[src/design/bvfs_pkg.sv]
// Shared constants, request codes and the stored record layout of the
// bilinear vector field sampler. No dependencies.
package bvfs_pkg;

	localparam int MAX_WIDTH  = 256;
	localparam int MAX_HEIGHT = 256;
	localparam int FRAC_BITS  = 8;

	localparam int X_W     = $clog2(MAX_WIDTH);
	localparam int Y_W     = $clog2(MAX_HEIGHT);
	localparam int ADDR_W  = X_W + Y_W;
	localparam int DEPTH   = MAX_WIDTH * MAX_HEIGHT;

	localparam int VAL_W     = 16;
	localparam int COORD_W   = 20;
	localparam int DIM_W     = 9;
	localparam int CFG_IDX_W = 1;
	localparam int XI_W      = COORD_W - 1 - FRAC_BITS;
	localparam int PX_W      = X_W + FRAC_BITS;
	localparam int PY_W      = Y_W + FRAC_BITS;

	localparam int FW      = FRAC_BITS + 1;
	localparam int ONE_F   = 1 << FRAC_BITS;
	localparam int WGT_W   = 2 * FRAC_BITS + 1;
	localparam int PROD_W  = 2 * VAL_W + 1;
	localparam int ACC_W   = PROD_W + WGT_W + 3;

	localparam int ONE_DIR = 16384;
	localparam int DQ_W    = 15;
	localparam int SQ_W    = 64;
	localparam int ROOT_W  = 32;
	localparam int MAG_W   = 32;
	localparam int BV_W    = MAG_W + 1;

	typedef enum logic [1:0] {
		REQ_WRITE  = 2'd0,
		REQ_SAMPLE = 2'd1,
		REQ_CLEAR  = 2'd2
	} req_kind_t;

	typedef enum logic [CFG_IDX_W-1:0] {
		REG_IMAGE_WIDTH  = 1'b0,
		REG_IMAGE_HEIGHT = 1'b1
	} cfg_reg_t;

	typedef struct packed {
		logic [VAL_W-1:0] distance;
		logic [VAL_W-1:0] dir_x;
		logic [VAL_W-1:0] dir_y;
		logic [VAL_W-1:0] radius;
		logic [VAL_W-1:0] tim;
		logic [VAL_W-1:0] vel_x;
		logic [VAL_W-1:0] vel_y;
	} rec_t;

endpackage

[src/design/bvfs_div.sv]
// Normalizing divider: q = round(m * 16384 / r) for both vector components,
// restoring, one quotient bit per cycle. Depends on bvfs_pkg.
module bvfs_div (
	input  logic                        clk,
	input  logic                        arst_n,
	input  logic                        start,
	input  logic [bvfs_pkg::MAG_W-1:0]  mag_x,
	input  logic [bvfs_pkg::MAG_W-1:0]  mag_y,
	input  logic [bvfs_pkg::ROOT_W-1:0] root,
	output logic                        done,
	output logic [bvfs_pkg::DQ_W-1:0]   q_x,
	output logic [bvfs_pkg::DQ_W-1:0]   q_y
);

	localparam int NUM_W = bvfs_pkg::MAG_W + bvfs_pkg::DQ_W + 2;
	localparam int CNT_W = $clog2(bvfs_pkg::DQ_W);

	logic [NUM_W-1:0]            rem_x_q;
	logic [NUM_W-1:0]            rem_y_q;
	logic [NUM_W-1:0]            den_q;
	logic [bvfs_pkg::DQ_W-1:0]   qx_q;
	logic [bvfs_pkg::DQ_W-1:0]   qy_q;
	logic [CNT_W-1:0]            cnt_q;
	logic                        busy_q;
	logic                        done_q;
	logic                        ge_x;
	logic                        ge_y;

	assign ge_x = rem_x_q >= den_q;
	assign ge_y = rem_y_q >= den_q;

	always_ff @(posedge clk or negedge arst_n) begin
		if (!arst_n) begin
			busy_q <= 1'b0;
			done_q <= 1'b0;
			cnt_q  <= '0;
		end else begin
			done_q <= 1'b0;
			if (start) begin
				busy_q <= 1'b1;
				cnt_q  <= CNT_W'(bvfs_pkg::DQ_W - 1);
			end else if (busy_q) begin
				cnt_q <= cnt_q - CNT_W'(1);
				if (cnt_q == '0) begin
					busy_q <= 1'b0;
					done_q <= 1'b1;
				end
			end
		end
	end

	// numerator m*2^15 + r over divisor 2r, top quotient bit first
	always_ff @(posedge clk) begin
		if (start) begin
			rem_x_q <= (NUM_W'(mag_x) << bvfs_pkg::DQ_W) + NUM_W'(root);
			rem_y_q <= (NUM_W'(mag_y) << bvfs_pkg::DQ_W) + NUM_W'(root);
			den_q   <= NUM_W'(root) << bvfs_pkg::DQ_W;
			qx_q    <= '0;
			qy_q    <= '0;
		end else if (busy_q) begin
			if (ge_x) begin
				rem_x_q <= rem_x_q - den_q;
			end
			if (ge_y) begin
				rem_y_q <= rem_y_q - den_q;
			end
			qx_q  <= {qx_q[bvfs_pkg::DQ_W-2:0], ge_x};
			qy_q  <= {qy_q[bvfs_pkg::DQ_W-2:0], ge_y};
			den_q <= den_q >> 1;
		end
	end

	assign done = done_q;
	assign q_x  = (qx_q > bvfs_pkg::DQ_W'(bvfs_pkg::ONE_DIR)) ?
		bvfs_pkg::DQ_W'(bvfs_pkg::ONE_DIR) : qx_q;
	assign q_y  = (qy_q > bvfs_pkg::DQ_W'(bvfs_pkg::ONE_DIR)) ?
		bvfs_pkg::DQ_W'(bvfs_pkg::ONE_DIR) : qy_q;

endmodule

[config.mk]
export PLATFORM = sky130hd
export DESIGN_NAME = bvfs_div
export DESIGN_NICKNAME = d
export VERILOG_FILES = /design/src/design/bvfs_pkg.sv /design/src/design/bvfs_div.sv
export SDC_FILE = /design/constraint.sdc
export NUM_CORES = 1
export LEC_CHECK = 0
export BUFFER_PORTS_ARGS = -buffer_cell sky130_fd_sc_hd__buf_2
export CAP_MARGIN = 10
export CORE_ASPECT_RATIO = 0.75
export CORE_MARGIN = 2
export CORE_UTILIZATION = 30
export CTS_BUF_LIST = sky130_fd_sc_hd__clkbuf_8
export DETAILED_ROUTE_END_ITERATION = 10
export PLACE_DENSITY = 0.42
export SLEW_MARGIN = 5
export SYNTH_ARGS = -nofsm -noshare
export SYNTH_HDL_FRONTEND = slang
export SYNTH_SLANG_ARGS = --single-unit
[constraint.sdc]
create_clock -name clk -period 5.5 [get_ports clk]
set_clock_uncertainty 0.05 [all_clocks]
set_input_delay 1.1 -clock clk [delete_from_list [all_inputs] [get_ports clk]]
set_output_delay 1.1 -clock clk [all_outputs]
set_load 0.005 [all_outputs]
==> flow_summary_export.csv, run 1 <==
group,metric,value,unit
outcome,status,"completed",
worst_hold_path,holdCritPathClass,"in -> async",
global_route,grt_start_max_net_pins,119,
global_route,antenna_found_initial,1,
detailed_routing,drc_errors,0,
sta,fin_crit_sh,0.784,
cts,path_clk_slew,0.11,ns
detailed_routing,wl,52700,microns
finish,postLayoutCoreUtil,0.337,
synthesis,synth_cell_types,82,
setup_path,crit_chain,"inv_1 > ha_1 > and3_1 > o21a_1 > o2111ai_1 > a31oi_1 > a2111oi_0 > nor3_1 > o21bai_1 > a21oi_1 > or2_2 > buf_12",
synthesis,synth-seq-area-share,0.324,
placement,dp.final_hpwl,41800,microns
pwr,peakVddDrop,189,uV
synthesis,synth_common_cells,"184 x nand2_1, 152 x a21oi_1, 150 x nor2_1",
floorplanning,fp.dieW,265,microns
cts,ctsLongestPathBuffers,2,
synthesis,ys_seq_elements,181,
cts,tritoncts,"yes",
finish,area_growth,10.6,%
cts,cts_buffers,17,
detailed_routing,drtIter0Drc,1061,
detailed_routing,firstDrtPassIters,6,
sta,fmax,232,MHz
synthesis,syn_area,15300,sq um
global_route,grt_pass1_vias,12920,
pwr,p_per_area,530,nW/um^2
sta,finalCriticalPeriod,4.31,ns
pwr,p_leak,7.22,nW
cts,cts_resized,0,
floorplanning,initial_core_util,0.304,
sta,totalNegativeSetupSlack,0,ns
synthesis,syn_inst,1780,
detailed_routing,wire_per_inst,20.9,microns
sta,tightest_slew,0.919,ns
global_route,overflow,0,
setup_path,required,5.69,ns
sta,finalHoldViolCount,0,
synthesis,yosysWarnings,0,
cts,ctsHoldBuffers,0,
synthesis,ys.flop_type,"edfxtp_1",
detailed_routing,via_per_inst,5.35,
floorplanning,row_count,71,
sta,hold_slack,0.351,ns
floorplanning,io_pins,130,
setup_path,critPathSlowestCell,"a2111oi_0",
setup_path,path_class,"reg -> reg",
setup_path,critPathBufInv,2,
sta,rsz0062_at_grt,"no",
synthesis,synth_top_area_cell,"edfxtp_1",
synthesis,avgSynthCellArea,8.58,sq um
setup_path,max_stage_delay,0.89,ns
placement,place_congestion,0.874,
finish,diodes,0,
sta,setup_viol,0,
cts,cts-root-buf,"clkbuf_8",
floorplanning,core,50200,sq um
cts,cts_htree_levels,4,
floorplanning,die-area,52700,sq um
setup_path,crit_family,"compound AO/OA/AOI/OAI gates",
finish,design_area,16900,sq um
synthesis,async_reset_ff_frac,0.0331,
global_route,track_usage,0.200,
flow_run,cap_viol_max_count,0,
cts,clock_latency,0.53,ns
finish,nNetsFinal,2081,
detailed_routing,route.vias.total,13474,
synthesis,synthMostInstantiatedCell,"nand2_1",
floorplanning,die_h,199,microns
setup_path,startpoint_type,"register",
synthesis,synth-edff-count,130,
cts,cts_setup_buffers,0,
setup_path,crit_fanout,33,
setup_path,crit_arrival,4.50,ns
global_route,grt_pass1_wl,79900,microns
synthesis,netlist_top_cells_area,"edfxtp_1 26%, ha_1 11%, dfxtp_1 5.9%",
sta,relSlewSlack,0.372,
setup_path,end_kind,"register",
placement,io_buffers,129,
detailed_routing,final_antenna_net_count,0,
sta,drv_slew,0,
finish,layout-drive-gt1-share,0.114,
placement,post_dp_cell_area,16500,sq um
cts,cts_sinks,181,
pwr,total_power,0.00895,W
synthesis,syn_nets,2012,
synthesis,yosysTopAreaCellShare,0.256,
## worst paths after layout
path | depth (start not counted) | slack (ns) | to | from
min in group clk | 2 | 0.49 | cnt_q[3] | cnt_q[3]
worst min register to register | 2 | 0.49 | cnt_q[3] | cnt_q[3]
worst max-delay path | 12 | 1.19 | rem_y_q[46] | den_q[2]
worst min-delay path | 1 | 0.35 | cnt_q[1] | arst_n
worst max register to register | 12 | 1.19 | rem_y_q[46] | den_q[2]
max in group asynchronous | 1 | 4.89 | busy_q | arst_n
## per-layer routing
metal	routed length, microns	global-route usage
met5	0	0
met4	768	0.0429
met3	2900	0.0368
met2	21300	0.286
met1	27700	0.308
## final cells by class
class	instances	area, sq um
timing repair buffer	136	744
fill	5298	33300
sequential	181	4960
multi-input combinational	1430	9630
tap	657	822
clock buffer	17	234
clock inverter	15	190
inverter	83	312
## cell families after synthesis
logic type	after synthesis	synth area share
buffers and inverters	169	0.0448
multiplexers	55	0.0361
AO/OA/AOI/OAI	544	0.229
flip-flops	181	0.324
AND/OR/NAND/NOR	553	0.172
XOR/XNOR	145	0.0832
adder cells (fa/ha/maj)	133	0.111
## metrics by stage
| step | std cells | setup WS (ns) |
|---|---|---|
| floorplan | 1780 | 1.71 |
| global placement | 2487 | 1.14 |
| detailed placement | 2487 | 1.07 |
| CTS | 2519 | 1.34 |
| global route | 2519 | 1.05 |
| finish | 2519 | 1.19 |
## state kept, by name, summed over array words and instances, names as in the netlist
register and count:
done 1, rem_x_q 49, rem_y_q 49, den_q 47, qx_q 15, cnt_q 4
busy_q 1, qy_q 15
## power breakdown
part / switching (W) / internal [W] / total [W]
Sequential: 0.000199 / 0.00207 / 0.00227
Clock: 0.000615 / 0.000426 / 0.00104
Combinational: 0.00351 / 0.00212 / 0.00564
Total: 0.00433 / 0.00462 / 0.00895
## cells in the final DEF, fill, tap and decap left out, types with 6 or more instances in the layout
cell type    n
a211oi_1    15
o21bai_1    17
a21o_1      59
o21a_1      18
and2_1       6
nor3b_1      6
nand2b_1    15
mux2i_1     54
a21oi_1    152
a21boi_0     6
edfxtp_1   130
nor4_1       8
nor2_1     150
nand3_1     36
and4_1       7
nand4_1     38
nor2b_1     40
o21ai_1     11
a211oi_2     6
nor3_1      21
clkbuf_8    18
nand2_1    184
dfxtp_1     45
ha_1       129
xnor2_1     67
buf_2      128
and3_1      16
o21ai_0    136
inv_1       82
o211ai_1    17
a31oi_1     13
xor2_1      78
o31ai_1     38
Power figures use the tool's default switching activity.
==> inputs of run 2 (changes only) <==
--- a/config.mk
+++ b/config.mk
@@ -12,7 +12,7 @@
 export CORE_UTILIZATION = 30
 export CTS_BUF_LIST = sky130_fd_sc_hd__clkbuf_8
 export DETAILED_ROUTE_END_ITERATION = 10
-export PLACE_DENSITY = 0.42
+export PLACE_DENSITY = 0.43
 export SLEW_MARGIN = 5
 export SYNTH_ARGS = -nofsm -noshare
 export SYNTH_HDL_FRONTEND = slang
==> constraint.sdc (replaced) <==
create_clock -name clk -period 3.9 [get_ports clk]
set_clock_uncertainty 0.05 [all_clocks]
set_input_delay 0.78 -clock clk [delete_from_list [all_inputs] [get_ports clk]]
set_output_delay 0.78 -clock clk [all_outputs]
set_load 0.005 [all_outputs]
==> run 2 against run 1 <==
Sequential cell count unchanged. Critical path depth up 1. Die area stayed put. Fmax up 17%. Register-to-register slack worse by 0.99 ns. First-iteration DRC count is 7.0% lower. Sequential power is 40% higher. Clock-buffer cell count did not move. Cell count up 1.4%. Clock power rose by 35%.
==> flow_summary_export.csv, run 2 (synthesis gave the netlist of run 1 again) <==
group,metric,value,unit
sta,drv_slew,0,
sta,setup_viol,0,
pwr,total_power,0.0127,W
sta,finalCriticalPeriod,3.70,ns
detailed_routing,route.vias.total,13412,
setup_path,end_kind,"register",
global_route,grt_start_max_net_pins,73,
sta,fmax,270,MHz
finish,area_growth,12.4,%
outcome,status,"completed",
cts,cts-root-buf,"clkbuf_8",
sta,totalNegativeSetupSlack,0,ns
placement,dp.final_hpwl,41300,microns
sta,hold_slack,0.487,ns
setup_path,required,4.05,ns
cts,ctsLongestPathBuffers,2,
finish,nNetsFinal,2116,
floorplanning,row_count,71,
detailed_routing,final_antenna_net_count,0,
sta,rsz0062_at_grt,"no",
global_route,overflow,0,
pwr,p_per_area,738,nW/um^2
sta,tightest_slew,0.860,ns
pwr,p_leak,7.38,nW
flow_run,cap_viol_max_count,0,
setup_path,crit_arrival,3.85,ns
finish,diodes,0,
placement,place_congestion,0.880,
cts,path_clk_slew,0.12,ns
worst_hold_path,holdCritPathClass,"reg -> reg",
placement,io_buffers,129,
floorplanning,fp.dieW,265,microns
finish,final_common_cell,"nand2_1",
detailed_routing,firstDrtPassIters,5,
sta,finalHoldViolCount,0,
finish,multi_input_area,9640,sq um
global_route,antenna_found_initial,0,
setup_path,crit_fanout,16,
finish,largest_registers,"rem_x_q x49, rem_y_q x49, den_q x47",
cts,cts_buffers,17,
cts,cts_sinks,181,
placement,dp_slack,0.0712,ns
pwr,peakVddDrop,283,uV
detailed_routing,via_per_inst,5.25,
detailed_routing,drtIter0Drc,987,
setup_path,startpoint_type,"register",
global_route,grt_pass1_wl,79600,microns
sta,fin_crit_sh,0.948,
floorplanning,io_pins,130,
finish,mostFrequentLayoutCells,"184 x nand2_1, 152 x a21oi_1, 150 x nor2_1",
global_route,grt_pass1_vias,12885,
detailed_routing,drc_errors,0,
floorplanning,die-area,52700,sq um
cts,cts_setup_buffers,0,
finish,regArea,4960,sq um
detailed_routing,wire_per_inst,20.4,microns
finish,layout-drive-gt1-share,0.130,
cts,cts_htree_levels,4,
finish,num-fill-cells,5247,
cts,tritoncts,"yes",
setup_path,path_class,"reg -> reg",
floorplanning,die_h,199,microns
detailed_routing,wl,52100,microns
floorplanning,initial_core_util,0.304,
sta,setup_ws,0.201,ns
cts,clock_latency,0.52,ns
sta,relSlewSlack,0.427,
global_route,track_usage,0.200,
floorplanning,core,50200,sq um
## run 2: cell count changes in the layout (fill, tap and decap cells not counted)
cell and delta:
bufinv_16 -1, clkinvlp_4 +1, clkinv_4 -1, a2111oi_0 -1, buf_6 +1, dlygate4sd3_1 +1, buf_12 +2, buf_4 +31
a2111oi_2 +1, clkinv_1 +1
## run 2: timing repair
action | CTS | global route
hold endpoints to repair | 6 | 0
hold buffers | 1 | 0
gates resized for setup | 0 | 3
endpoints found under the setup margin | 0 | 52
## run 2: metal layers
layer / vias to the layer above / GRT usage / routed length [microns]
met5: - / 0 / 0
met4: 0 / 0.0332 / 461
met3: 19 / 0.0298 / 2100
met2: 289 / 0.292 / 21400
met1: 6407 / 0.310 / 28100
li1: 6697 / - / -
## run 2: cell type report
type | count | area share
Multi-Input combinational cell | 1430 | 0.562
Sequential cell | 181 | 0.289
Timing Repair Buffer | 171 | 0.0605
Tap cell | 657 | 0.0479
Inverter | 83 | 0.0182
Clock buffer | 17 | 0.0136
Clock inverter | 15 | 0.00948
## run 2: final timing paths
path | start | end | slack (ns) | cells past startpoint
max | den_q[27] | rem_x_q[2] | 0.20 | 13
min | den_q[5] | den_q[4] | 0.49 | 2
max reg2reg | den_q[27] | rem_x_q[2] | 0.20 | 13
min reg2reg | den_q[5] | den_q[4] | 0.49 | 2
max in group asynchronous | arst_n | busy_q | 3.05 | 2
min in group asynchronous | arst_n | cnt_q[1] | 0.58 | 2
## run 2: report_power, final
group | leakage, nW | switching, W | internal (W)
sequential | 1.81 | 0.000251 | 0.00292
combinational | 5.37 | 0.00491 | 0.00319
clock | 0.195 | 0.000869 | 0.000533
## run 2: worst max-delay path, stage by stage, from the launching register on
cell and delay, ns:
edfxtp_1 0.35, inv_1 0.14, ha_1 0.46, and3_1 0.35, nand4_1 0.22, or2_2 0.34, nor2_1 0.24, nand3_2 0.18
nand3_2 0.15, a41o_1 0.25, o31ai_2 0.08, buf_4 0.15, nand2b_2 0.11, buf_6 0.27
## run 2: metrics by stage
step                 util  area, sq um  std cells
floorplan               -        15300       1780
CTS                 0.342        17200       2554
detailed placement  0.334        16700       2521
finish              0.342        17200       2554
global route        0.342        17200       2554
global placement    0.334        16700       2521
